<file path="src/sv/wpcm_pkg.sv">
package wpcm_pkg;

	// chunk ids, read most significant byte first
	localparam logic [31:0] ID_RIFF = 32'h5249_4646;
	localparam logic [31:0] ID_WAVE = 32'h5741_5645;
	localparam logic [31:0] ID_FMT  = 32'h666d_7420;
	localparam logic [31:0] ID_DATA = 32'h6461_7461;

	localparam int unsigned POS_W = 6;

	// header byte positions where a field completes, and the bounds of the id fields
	localparam logic [POS_W-1:0] POS_RIFF_ID   = 6'd3;
	localparam logic [POS_W-1:0] POS_WAVE_ID   = 6'd11;
	localparam logic [POS_W-1:0] POS_FMT_ID    = 6'd15;
	localparam logic [POS_W-1:0] POS_FORMAT    = 6'd21;
	localparam logic [POS_W-1:0] POS_CHANNELS  = 6'd23;
	localparam logic [POS_W-1:0] POS_RATE      = 6'd27;
	localparam logic [POS_W-1:0] POS_BITS      = 6'd35;
	localparam logic [POS_W-1:0] POS_DATA_ID   = 6'd39;
	localparam logic [POS_W-1:0] POS_DATA_SIZE = 6'd43;
	localparam logic [POS_W-1:0] POS_LAST_ID   = 6'd15;
	localparam logic [POS_W-1:0] POS_DID_FIRST = 6'd36;

	localparam logic [15:0] FMT_PCM = 16'd1;

	// result kinds
	localparam logic [1:0] KIND_SAMPLE = 2'd0;
	localparam logic [1:0] KIND_HEADER = 2'd1;
	localparam logic [1:0] KIND_ERROR  = 2'd2;

	// error codes
	localparam logic [3:0] ERR_NONE     = 4'd0;
	localparam logic [3:0] ERR_RIFF     = 4'd1;
	localparam logic [3:0] ERR_WAVE     = 4'd2;
	localparam logic [3:0] ERR_FMT_ID   = 4'd3;
	localparam logic [3:0] ERR_NOT_PCM  = 4'd4;
	localparam logic [3:0] ERR_CHANNELS = 4'd5;
	localparam logic [3:0] ERR_RATE     = 4'd6;
	localparam logic [3:0] ERR_BITS     = 4'd7;
	localparam logic [3:0] ERR_DATA_ID  = 4'd8;
	localparam logic [3:0] ERR_TRUNC    = 4'd9;

	typedef enum logic [1:0] {
		MODE_HEADER = 2'd0,
		MODE_DATA   = 2'd1,
		MODE_IGNORE = 2'd2
	} mode_t;

endpackage

</file>
<file path="src/sv/wav_pcm_header_parser.sv">
// RIFF/WAVE PCM header parser.
// Input channel (in_valid/in_ready): one file byte per transfer, with
// end_of_file set on the file's last byte. Output channel (out_valid/
// out_ready): at most one result per input byte: a header result (kind 1)
// with channels, rate, bits and data length, one result per passed data
// byte (kind 0), or an error (kind 2) carrying the first failing check of
// the structure that just ended, or truncation. final_result marks the last
// result of a file.
// Each accepted byte is handled by the parse state registers; its
// result lands in the output register and is visible the next cycle.
// One byte is taken every cycle, limited only by the output
// register: a new byte is accepted whenever that register is empty or is
// being drained in the same cycle.
// Reset clears all parse state and empties the output register. A byte
// with end_of_file set returns the parser to its reset state once taken.
// When the receiver stalls, the result is held and in_ready drops until
// the held result is taken.
module wav_pcm_header_parser
	import wpcm_pkg::*;
(
	input  logic        clk,
	input  logic        arst_n,
	input  logic        in_valid,
	output logic        in_ready,
	input  logic [7:0]  data_byte,
	input  logic        end_of_file,
	output logic        out_valid,
	input  logic        out_ready,
	output logic [1:0]  kind,
	output logic [7:0]  sample_byte,
	output logic [15:0] channel_count,
	output logic [31:0] rate_hz,
	output logic [15:0] sample_bits,
	output logic [31:0] payload_length,
	output logic [3:0]  error_code,
	output logic        final_result
);

	// parse state
	logic [POS_W-1:0] pos_q, pos_d;
	mode_t            mode_q, mode_d;
	logic [3:0]       perr_q, perr_d;
	logic [31:0]      acc_q, acc_d;
	logic [15:0]      chan_q, chan_d;
	logic [31:0]      rate_q, rate_d;
	logic [15:0]      bits_q, bits_d;
	logic [31:0]      rem_q, rem_d;

	// output register
	logic        out_valid_q;
	logic [1:0]  kind_q;
	logic [7:0]  sample_q;
	logic [15:0] chan_out_q;
	logic [31:0] rate_out_q;
	logic [15:0] bits_out_q;
	logic [31:0] len_out_q;
	logic [3:0]  err_out_q;
	logic        fin_q;

	// result of the byte being taken
	logic        res_valid;
	logic [1:0]  res_kind;
	logic [7:0]  res_sample;
	logic [15:0] res_chan;
	logic [31:0] res_rate;
	logic [15:0] res_bits;
	logic [31:0] res_len;
	logic [3:0]  res_err;
	logic        res_fin;

	logic        accept;
	logic [31:0] be_word;
	logic [31:0] le_word;
	logic        id_field;
	logic [3:0]  check_err;
	logic        struct_end;

	assign in_ready = !out_valid_q || out_ready;
	assign accept   = in_valid && in_ready;

	// big-endian shift for ids, little-endian shift for numbers
	assign be_word  = {acc_q[23:0], data_byte};
	assign le_word  = {data_byte, acc_q[31:8]};
	assign id_field = (pos_q <= POS_LAST_ID) ||
		(pos_q >= POS_DID_FIRST && pos_q <= POS_DATA_ID);
	assign struct_end = (pos_q == POS_WAVE_ID) || (pos_q == POS_BITS) ||
		(pos_q == POS_DATA_SIZE);

	always_comb begin
		pos_d      = pos_q;
		mode_d     = mode_q;
		perr_d     = perr_q;
		acc_d      = acc_q;
		chan_d     = chan_q;
		rate_d     = rate_q;
		bits_d     = bits_q;
		rem_d      = rem_q;
		check_err  = ERR_NONE;
		res_valid  = 1'b0;
		res_kind   = KIND_SAMPLE;
		res_sample = '0;
		res_chan   = '0;
		res_rate   = '0;
		res_bits   = '0;
		res_len    = '0;
		res_err    = ERR_NONE;
		res_fin    = 1'b0;

		case (mode_q)
			MODE_HEADER: begin
				acc_d = id_field ? be_word : le_word;
				case (pos_q)
					POS_RIFF_ID: begin
						if (be_word != ID_RIFF) check_err = ERR_RIFF;
					end
					POS_WAVE_ID: begin
						if (be_word != ID_WAVE) check_err = ERR_WAVE;
					end
					POS_FMT_ID: begin
						if (be_word != ID_FMT) check_err = ERR_FMT_ID;
					end
					POS_FORMAT: begin
						if (le_word[31:16] != FMT_PCM) check_err = ERR_NOT_PCM;
					end
					POS_CHANNELS: begin
						chan_d = le_word[31:16];
						if (le_word[31:16] == '0) check_err = ERR_CHANNELS;
					end
					POS_RATE: begin
						rate_d = le_word;
						if (le_word == '0) check_err = ERR_RATE;
					end
					POS_BITS: begin
						bits_d = le_word[31:16];
						if (le_word[31:16] == '0 || le_word[18:16] != 3'd0)
							check_err = ERR_BITS;
					end
					POS_DATA_ID: begin
						if (be_word != ID_DATA) check_err = ERR_DATA_ID;
					end
					POS_DATA_SIZE: begin
						rem_d = le_word;
					end
					default: begin
					end
				endcase

				// keep only the first failing check
				if (perr_q == ERR_NONE) perr_d = check_err;

				if (struct_end && perr_d != ERR_NONE) begin
					res_valid = 1'b1;
					res_kind  = KIND_ERROR;
					res_err   = perr_d;
					res_fin   = 1'b1;
					mode_d    = MODE_IGNORE;
				end else if (pos_q == POS_DATA_SIZE) begin
					res_valid = 1'b1;
					if (end_of_file && le_word != '0) begin
						res_kind = KIND_ERROR;
						res_err  = ERR_TRUNC;
						res_fin  = 1'b1;
					end else begin
						res_kind = KIND_HEADER;
						res_chan = chan_q;
						res_rate = rate_q;
						res_bits = bits_q;
						res_len  = le_word;
						res_fin  = (le_word == '0);
						mode_d   = (le_word != '0) ? MODE_DATA : MODE_IGNORE;
					end
				end else if (end_of_file) begin
					res_valid = 1'b1;
					res_kind  = KIND_ERROR;
					res_err   = ERR_TRUNC;
					res_fin   = 1'b1;
				end else begin
					pos_d = pos_q + POS_W'(1);
				end
			end
			MODE_DATA: begin
				if (rem_q != '0) begin
					res_valid = 1'b1;
					if (end_of_file && rem_q[31:1] != '0) begin
						res_kind = KIND_ERROR;
						res_err  = ERR_TRUNC;
						res_fin  = 1'b1;
					end else begin
						rem_d      = rem_q - 32'd1;
						res_kind   = KIND_SAMPLE;
						res_sample = data_byte;
						res_fin    = (rem_q == 32'd1);
						if (rem_q == 32'd1) mode_d = MODE_IGNORE;
					end
				end
			end
			default: begin
				// ignore until end of file
			end
		endcase

		// end of file rearms the parser
		if (end_of_file) begin
			pos_d  = '0;
			mode_d = MODE_HEADER;
			perr_d = ERR_NONE;
			acc_d  = '0;
			chan_d = '0;
			rate_d = '0;
			bits_d = '0;
			rem_d  = '0;
		end
	end

	always_ff @(posedge clk or negedge arst_n) begin
		if (!arst_n) begin
			pos_q  <= '0;
			mode_q <= MODE_HEADER;
			perr_q <= ERR_NONE;
			acc_q  <= '0;
			chan_q <= '0;
			rate_q <= '0;
			bits_q <= '0;
			rem_q  <= '0;
		end else if (accept) begin
			pos_q  <= pos_d;
			mode_q <= mode_d;
			perr_q <= perr_d;
			acc_q  <= acc_d;
			chan_q <= chan_d;
			rate_q <= rate_d;
			bits_q <= bits_d;
			rem_q  <= rem_d;
		end
	end

	// output register: load on a transfer that makes a result, drop when taken
	always_ff @(posedge clk or negedge arst_n) begin
		if (!arst_n) begin
			out_valid_q <= 1'b0;
		end else if (accept) begin
			out_valid_q <= res_valid;
		end else if (out_ready) begin
			out_valid_q <= 1'b0;
		end
	end

	always_ff @(posedge clk) begin
		if (accept && res_valid) begin
			kind_q     <= res_kind;
			sample_q   <= res_sample;
			chan_out_q <= res_chan;
			rate_out_q <= res_rate;
			bits_out_q <= res_bits;
			len_out_q  <= res_len;
			err_out_q  <= res_err;
			fin_q      <= res_fin;
		end
	end

	assign out_valid      = out_valid_q;
	assign kind           = kind_q;
	assign sample_byte    = sample_q;
	assign channel_count  = chan_out_q;
	assign rate_hz        = rate_out_q;
	assign sample_bits    = bits_out_q;
	assign payload_length = len_out_q;
	assign error_code     = err_out_q;
	assign final_result   = fin_q;

endmodule
</file>
<file path="config.mk">
export PLATFORM = sky130hd
export DESIGN_NAME = wav_pcm_header_parser
export DESIGN_NICKNAME = d
export VERILOG_FILES = /design/src/sv/wpcm_pkg.sv /design/src/sv/wav_pcm_header_parser.sv
export SDC_FILE = /design/constraint.sdc
export NUM_CORES = 1
export LEC_CHECK = 0
export BUFFER_PORTS_ARGS = -buffer_cell sky130_fd_sc_hd__buf_4
export CORE_UTILIZATION = 59
export DETAILED_ROUTE_END_ITERATION = 8
export PLACE_DENSITY = 0.81
export SLEW_MARGIN = 20
export SYNTH_ARGS = -nofsm -noshare
export SYNTH_HDL_FRONTEND = slang
export SYNTH_SLANG_ARGS = --single-unit
</file>
<file path="constraint.sdc">
create_clock -name clk -period 10.4 [get_ports clk]
set_input_delay 2.08 -clock clk [delete_from_list [all_inputs] [get_ports clk]]
set_output_delay 2.08 -clock clk [all_outputs]
set_load 0.01 [all_outputs]
</file>
==> metrics.txt <==
Synth Area per Inst=around 11 sq um; Slew HR=between 30% and 40%; width of the die=140.8 um; terminus of the critical flop-to-flop path=final_result$_DFFE_PP_; # H-tree levels=1; max incr delay on CP=about 0.87 ns; EDFF count, synth=~110; routed wire length per instance=20.98 um; Clock Sinks=~250; Crit path max-delay family=simple AND/OR/NAND/NOR gates; number of global-route vias before repair=8,344; Crit Path Class=input port to flop; first-pass GRT wire length=45,970 um; Util after Layout=70.95%; Syn Inst Count=1,060; worst path required time=approximately 11 ns; CTS Buffer Depth=3; share of cells above drive strength 1=16.62%; Post-Syn Area=11,370 sq um; die area=19,830 sq um; initial DRC count=1,006; Buf/Inv on CP=2; static leakage=5.705 nW; top cells by area, synth=dfrtp_1, edfxtp_1, and2_1; Slowest cell on crit path=buf_4; pwr dens=around 180 nW/um^2; GRT Overall Usage=30.04%; number of cells in the design after placement=1,353; final std cells w/o fill=1,401; Hold EP=rate_q[23]$_DFFE_PN0P_; Worst EP arrival=6.26 ns; Area Growth Syn to Fin=17.14%; filler instances=1,384; clock transition at the registers of the reported paths=around 0.060 ns; Seq/Total Area, Yosys=60.36%; Initial Util=60.57%; Resize count post-CTS=0; Distinct cells, synth=60; period utilization=58.74%; total CTS buffers=26; CP Max Fanout=77; CP Depth=10; status=finished, final reports clean; Setup crit start kind=input port; hold buffers post-CTS=0; yosys warns=0; First-pass DRT Iterations=8; FFs w/ async S/R, synth=55.95%; Setup TNS=0 ns; Antenna Violating Nets Remaining=0; Clock Latency Late Sink=0.54 ns; antenna violations before repair=0; Final Setup Violations=0; Port-buffer cells=roughly 130; worst reg2reg path depth=10; r2r startpoint=pos_q[0]$_DFFE_PN0P_; CTS tree=yes; die height=140.8 um; via/cell ratio=6.238; Tightest Pin Transition=between 1 and 1.5 ns; FF-to-FF setup slack=5.44 ns; Synth area leader=dfrtp_1; main flop type after synthesis=dfrtp_1; Pwr Total=2.386 mW; #FFs+latches synth=roughly 250; hold_ws=approximately 0.47 ns; total number of vias=8,740; peak supply drop=0.1579 mV; Post-Syn Nets=1,078; Detailed Route WL=29,400 um; Final Slew Violations=0; Clock Skew=0.01392 ns; share of the synthesized area in the top cell type=a little under a third; hold path depth=2; crit end category=flop; core area=18,770 sq um; most frequent cells in the layout=dfrtp_1, buf_4, o21ai_0, nand2_1, edfxtp_1; ANT cells=0; hold path start=rate_q[23]$_DFFE_PN0P_; RSZ-0062 raised after global routing=false; commonest non-fill, non-tap cell in the layout=dfrtp_1; # rows=50; crit-path cells=buf_4 -> or4_1 -> nor4_1 -> nand2_1 -> a21o_1 -> a31o_2 -> a41oi_2 -> nor4_1 -> nor2_4 -> buf_4; # Post-CTS Setup Buffers=0; Root Buffer Master=clkbuf_16; DRC=0; Period minus WS final=6.108 ns; DP HPWL=18,630 um; Hold Crit Class=flop to flop; count of final hold-check violations=0; Achievable Freq=163.7 MHz; Ports=126; RD Place Congestion=0.9191; gr ovfl total=0; max-cap viol count=0; NumNets Final=1,165; pin count of the biggest net entering global routing=82
## tightest hold or removal path, delay by kind of cell (launching register included)
kind | cells | cell delay [ns]
simple gates | 1 | 0.04
flops | 1 | 0.34
compound gates | 1 | 0.06
## registers in the layout, summed over array words and instances (netlist names), 2 cells and up
signal	count
perr_q	4
acc_q	32
sample_bits	16
kind	2
sample_byte	8
mode_q	2
channel_count	16
error_code	4
pos_q	6
chan_q	16
rate_hz	32
bits_q	16
rem_q	32
rate_q	32
payload_length	32
## per-stage QoR
step                      cell area (sq um)  setup WS (ns)
after floorplan                       11370         0.9301
after global placement                12430          3.820
after detailed placement              12430          3.779
after CTS                             13290          4.331
after global routing                  13320          3.942
final                                 13320          4.292
## metal layers
metal  wire, um  share of wire, %  global-route usage (%)
met2      13980                48                   47.92
met3       2724               9.3                   5.740
met1      11850                40                   41.79
met4        848               2.9                   10.13
met5          0                 0                       0
## how the worst max path moves through the flow
stage	start	endpoint	slack, ns
CTS	data_byte[4]	final_result$_DFFE_PP_	4.33
detailed placement	data_byte[4]	final_result$_DFFE_PP_	3.78
global placement	data_byte[4]	final_result$_DFFE_PP_	3.82
finish	data_byte[4]	final_result$_DFFE_PP_	4.29
floorplan	data_byte[4]	channel_count[0]$_SDFFCE_PP0P_	0.93
global route	data_byte[4]	final_result$_DFFE_PP_	3.94
## synthesized netlist by cell type, types with 3 or more instances
master,n
dfrtp_1,141
o21ai_0,135
nand2_1,128
edfxtp_1,111
and2_1,108
clkbuf_1,69
nor2_1,59
a21oi_1,39
mux2i_1,33
nor3_1,30
o31ai_1,19
nor4_1,18
a22o_1,17
o211ai_1,15
nand3_1,14
inv_1,11
nand4_1,9
and3_1,7
nand2b_1,7
a31oi_1,5
ha_1,5
nor3b_1,5
or3_1,5
or4_1,5
buf_4,4
o22ai_1,4
a21o_1,3
a31o_2,3
nand3b_1,3
nand4b_1,3
nor2b_1,3
or2_2,3
## area by class of cell
| cell class | instances | area [sq um] | area share (%) |
|---|---|---|---|
| tap | 234 | 292.8 | 2.199 |
| timing repair buffer | 137 | 1036 | 7.780 |
| sequential | 252 | 6862 | 51.53 |
| clock inverter | 12 | 147.6 | 1.109 |
| inverter | 11 | 41.29 | 0.3101 |
| clock buffer | 36 | 719.4 | 5.403 |
| multi-input combinational | 719 | 4218 | 31.67 |
## power by group
group | switching (mW) | total [mW] | internal, mW
sequential | 0.0593 | 1.15 | 1.09
combinational | 0.188 | 0.288 | 0.100
clock | 0.384 | 0.943 | 0.560
## cells by family (layout without fill, tap and decap cells)
logic type	Yosys count	count (layout)	share of synthesized area, %
simple gates	413	413	18.52
buf+inv	89	196	3.104
fa+ha+maj	5	5	0.5503
compound gates	266	266	14.36
flops	252	252	60.36
mux	35	35	3.104
No activity file was read; power rests on OpenSTA's default activity.
